==> src/hw/rtl/nea_pkg.sv <==
// Shared types and constants for the neighbour energy average block.
// No dependencies.
package nea_pkg;

    // Action codes
    localparam logic [1:0] ACT_CLEAR = 2'd0;
    localparam logic [1:0] ACT_LOAD  = 2'd1;
    localparam logic [1:0] ACT_QUERY = 2'd2;

    // Field widths fixed by the interface
    localparam int ID_W    = 24;
    localparam int POS_W   = 32;
    localparam int EN_W    = 32;
    localparam int QIDX_W  = 12;
    localparam int CNT_O_W = 13;
    localparam int RAD_W   = 22;
    localparam int WORD_W  = ID_W + 3 * POS_W + EN_W;

    // Register index of the cutoff radius
    localparam logic [2:0] REG_CUTOFF = 3'd0;
    localparam logic [RAD_W-1:0] CUTOFF_RESET = 22'd40960;

    // Commands from controller to datapath
    typedef struct packed {
        logic clear;
        logic load;
        logic q_capture;
        logic q_rd;
        logic q_latch;
        logic sweep;
        logic div_load;
        logic out_query;
        logic out_invalid;
    } t_dp_cmd;

    // Status from datapath to controller
    typedef struct packed {
        logic q_ok;
        logic sweep_last;
        logic pipe_empty;
        logic div_done;
    } t_dp_sts;

endpackage

==> src/hw/rtl/nea_ctrl.sv <==
// Controller state machine for the neighbour energy average block.
// Depends on nea_pkg.
module nea_ctrl (
    input  logic            i_clk,
    input  logic            i_rst_n,
    input  logic            i_start,
    input  logic [1:0]      i_action,
    input  nea_pkg::t_dp_sts i_sts,
    output nea_pkg::t_dp_cmd o_cmd,
    output logic            o_busy
);
    import nea_pkg::*;

    localparam logic [2:0] S_IDLE  = 3'd0;
    localparam logic [2:0] S_QRD   = 3'd1;
    localparam logic [2:0] S_QLAT  = 3'd2;
    localparam logic [2:0] S_SWEEP = 3'd3;
    localparam logic [2:0] S_DRAIN = 3'd4;
    localparam logic [2:0] S_DIV   = 3'd5;
    localparam logic [2:0] S_OUT   = 3'd6;

    logic [2:0] r_state;
    logic [2:0] n_state;

    // Next state and commands
    always_comb begin
        n_state = r_state;
        o_cmd   = '0;
        case (r_state)
            S_IDLE: begin
                if (i_start) begin
                    case (i_action)
                        ACT_CLEAR: o_cmd.clear = 1'b1;
                        ACT_LOAD:  o_cmd.load  = 1'b1;
                        ACT_QUERY: begin
                            if (i_sts.q_ok) begin
                                o_cmd.q_capture = 1'b1;
                                n_state = S_QRD;
                            end else begin
                                o_cmd.out_invalid = 1'b1;
                            end
                        end
                        default: ;
                    endcase
                end
            end
            S_QRD: begin
                o_cmd.q_rd = 1'b1;
                n_state = S_QLAT;
            end
            S_QLAT: begin
                o_cmd.q_latch = 1'b1;
                n_state = S_SWEEP;
            end
            S_SWEEP: begin
                o_cmd.sweep = 1'b1;
                if (i_sts.sweep_last) begin
                    n_state = S_DRAIN;
                end
            end
            S_DRAIN: begin
                if (i_sts.pipe_empty) begin
                    o_cmd.div_load = 1'b1;
                    n_state = S_DIV;
                end
            end
            S_DIV: begin
                if (i_sts.div_done) begin
                    n_state = S_OUT;
                end
            end
            S_OUT: begin
                o_cmd.out_query = 1'b1;
                n_state = S_IDLE;
            end
            default: n_state = S_IDLE;
        endcase
    end

    always_ff @(posedge i_clk) begin
        if (!i_rst_n) begin
            r_state <= S_IDLE;
        end else begin
            r_state <= n_state;
        end
    end

    assign o_busy = (r_state != S_IDLE);
endmodule

==> config.mk <==
export PLATFORM = sky130hd
export DESIGN_NAME = nea_ctrl
export DESIGN_NICKNAME = d
export VERILOG_FILES = /design/src/hw/rtl/nea_pkg.sv /design/src/hw/rtl/nea_ctrl.sv
export SDC_FILE = /design/constraint.sdc
export NUM_CORES = 1
export LEC_CHECK = 0
export BUFFER_PORTS_ARGS = -buffer_cell sky130_fd_sc_hd__buf_2
export CAP_MARGIN = 15
export CORE_AREA = 8 8 45 47
export DETAILED_ROUTE_END_ITERATION = 12
export DIE_AREA = 0 0 53 55
export PLACE_DENSITY = 0.57
export SLEW_MARGIN = 20
export SYNTH_ARGS = -nofsm -noshare
export SYNTH_HDL_FRONTEND = slang
export SYNTH_SLANG_ARGS = --single-unit
==> constraint.sdc <==
create_clock -name i_clk -period 1.8 [get_ports i_clk]
set_input_delay 0.36 -clock i_clk [delete_from_list [all_inputs] [get_ports i_clk]]
set_output_delay 0.36 -clock i_clk [all_outputs]
set_load 0.02 [all_outputs]
==> results.md <==
* Outcome: completed
* Syn_nets at 47
* Core region area at between 0.001 and 0.0015 mm²
* Peak supply drop at 0.564 mV
* Cell taking the most area after synthesis: dfxtp_1
* Power density cells at 1230 mW/mm²
* CTS tree: yes
* Max-cap violations at 0
* Initial antenna violation count at 0
* Final total negative setup slack at 0 ps
* Initial Util at roughly a fifth
* Share of layout cells above drive strength 1 at a little over half
* Hold depth at 3
* Clk Latency, worst-skew pair at ~240 ps
* Async SR Flop Fraction at 0%
* Layout area overhead at 54.7%
* Antenna Nets Post-Route at 0
* Synth Warn # at 0
* Multi-input gate area at around 210 µm²
* Clock Skews at between 10 and 15 ps
* Clock Tree Root: clkbuf_4
* Port Buffers at 18
* Fin cells at between 70 and 80
* Final Net Count at just under 70
* R2R Path End: r_state[0]
* Biggest register: r_state
* Unrepaired setup endpoints after global routing: false
* Yosys reg bits at 3
* DRT iter0 DRCs at 4
* # fillers at approximately 160
* CP Data Required Time at approximately 1400 ps
* Ant diodes at 0
* Global router's overall resource usage at between 6 and 7%
* Startpoint Class: flop
* Top FF cell, synth: dfxtp_1
* Setup bufs post-CTS at 0
* Sequential area share after synthesis at 21.3%
* Die height at between 50 and 60 µm
* RePlAce Congestion at 0.723
* Worst slew pin tran at around 300 ps
* Vias in the first global route at 331
* 1st-pass router iterations at 2
* Sequential cell area at ~61 µm²
* Critical path class: flop to output pin
* Cell variety after synth at 25
* Element type at the critical path end: output pin
* Max reg flops at 3
* Die width at between 50 and 60 µm
* Top Registers: r_state x3
* Final min period at 1680 ps
* Syn avg cell area at between 7 and 8 µm²
* Min-Delay Path Class: input port to flop
* Worst Hold Launch: i_rst_n
* Share of the synthesized area in the top cell type at between 20% and 30%
* Die area at approximately 0.0029 mm²
* Fin crit share at just over 90%
* Hold EP: r_state[1]
* DR vias at roughly 330
* Max Slew Vio Count at 0
* Rows at 14
* Residual DRC count at 0
* FMAX at between 500 and 600 MHz
* Fin. Hold Viols at 0
* Reg2reg start: r_state[1]
* Clock Sinks at 3
* Worst setup path start: r_state[0]
* R2R setup slack at 330 ps
* First-pass GRT wire length at 1.27 mm
* Via-per-instance ratio at between 4 and 5
* Most frequent cells after synthesis: nand2_1 (5), nor2_1 (4), dfxtp_1 (3), inv_1 (3)
* CTS buffer count at 3
* Critical path arrival at 1320 ps
* Post-synthesis cell area at approximately 280 µm²
* Post-Route WL at ~840 µm
* Drt wl/cell at ~11 µm
* R2R depth at 4
* Pleak at 0.233 nW
* Synth top area cells: dfxtp_1 (21%), nand2_1 (6.7%), nor2_1 (5.3%)
* # IOs at 19
* Maximum clock path buffer count at 2
* DP Cell Count at 71
* Max_slew headroom at 79.9%
* Final setup viols at 0
* H-tree levels at 1
* Syn Inst Count at 38
* Largest net degree at the start of global routing at 13
* Crit path max fanout at 9
* DPL Wire Length at 699 µm
* Post-synth EDFFs at 0
* Most common cell in the synthesized netlist: nand2_1
* Clk pin slew, worst setup/hold paths at 40 ps
* Grt total ovfl at 0
[per-stage QoR]
| step | power (mW) | area [µm²] | utilization, % | hold slack, ps | setup slack (ps) |
|---|---|---|---|---|---|
| detailed placement | 0.389 | 392 | 28.3 | 604 | 125 |
| CTS | 0.524 | 423 | 30.6 | 377 | 34.4 |
| global route | 0.587 | 435 | 31.5 | 396 | 9.26 |
| global placement | 0.388 | 392 | 28.3 | 625 | 218 |
| floorplan | 0.323 | 288 | - | 501 | 71.4 |
| finish | 0.538 | 435 | 31.5 | 380 | 118 |
[cell usage in the layout (no fill, tap or decap), drive strengths merged]
master and count:
o41ai 1, and3 2, inv 3, nor2 4, nand3b 1, nand4b 1, clkbuf 4, nand2b 1
a21boi 1, a41o 1, nor2b 1, a21o 1, o31a 1, a31oi 1, or2b 1, nor4b 1
nand2 5, a2111oi 1, nor3b 2, or4b 1, nor3 2, dfxtp 3, buf 20
[worst max-delay path, stage by stage (launching register included)]
cell and delay (ps):
dfxtp_2 360, nor3_4 230, nand2_2 100, nor4b_2 210
buf_4 180
[cells by family after synthesis]
group	Yosys count	share of synthesized area [%]
flip-flops	3	21.3
AND/OR/NAND/NOR	22	45.8
AO/OA/AOI/OAI	7	21.3
buffers and inverters	6	11.6
[metal layers]
metal	wire length, µm	part of all wire, %	global-route usage (%)
met5	0	0	0
met4	18	2.1	7.76
met3	105	12	3.48
met2	360	43	9.18
met1	359	43	5.30
[report_power, final]
part / internal, mW / leakage, nW / switching [mW] / total (mW)
clock network: 0.0835 / 0.0150 / 0.0418 / 0.125
registers: 0.0887 / 0.0249 / 0.0335 / 0.122
logic: 0.121 / 0.193 / 0.169 / 0.290
total: 0.293 / 0.233 / 0.244 / 0.538
[repair_timing]
item,CTS,global route
endpoints found under the hold margin,0,0
gates resized for setup,1,4
pin swaps,1,1
setup endpoints to repair,3,2
hold buffers,0,0
[final cells by class]
cell class / instances / area share [%]
clock buffer: 4 / 6.03
inverter: 3 / 2.59
timing repair buffer: 20 / 24.7
tap: 16 / 4.60
multi-input combinational: 29 / 48.0
sequential: 3 / 14.1
[worst max-delay path by stage]
stage                     to  slack [ps]  depth (start not counted)
floorplan           o_cmd[7]          70                          4
global route        o_cmd[0]           9                          4
finish              o_cmd[0]         120                          4
detailed placement  o_cmd[0]         120                          4
CTS                 o_cmd[0]          30                          4
global placement    o_cmd[0]         220                          4
Note: power is estimated with default switching activity, not from simulation.
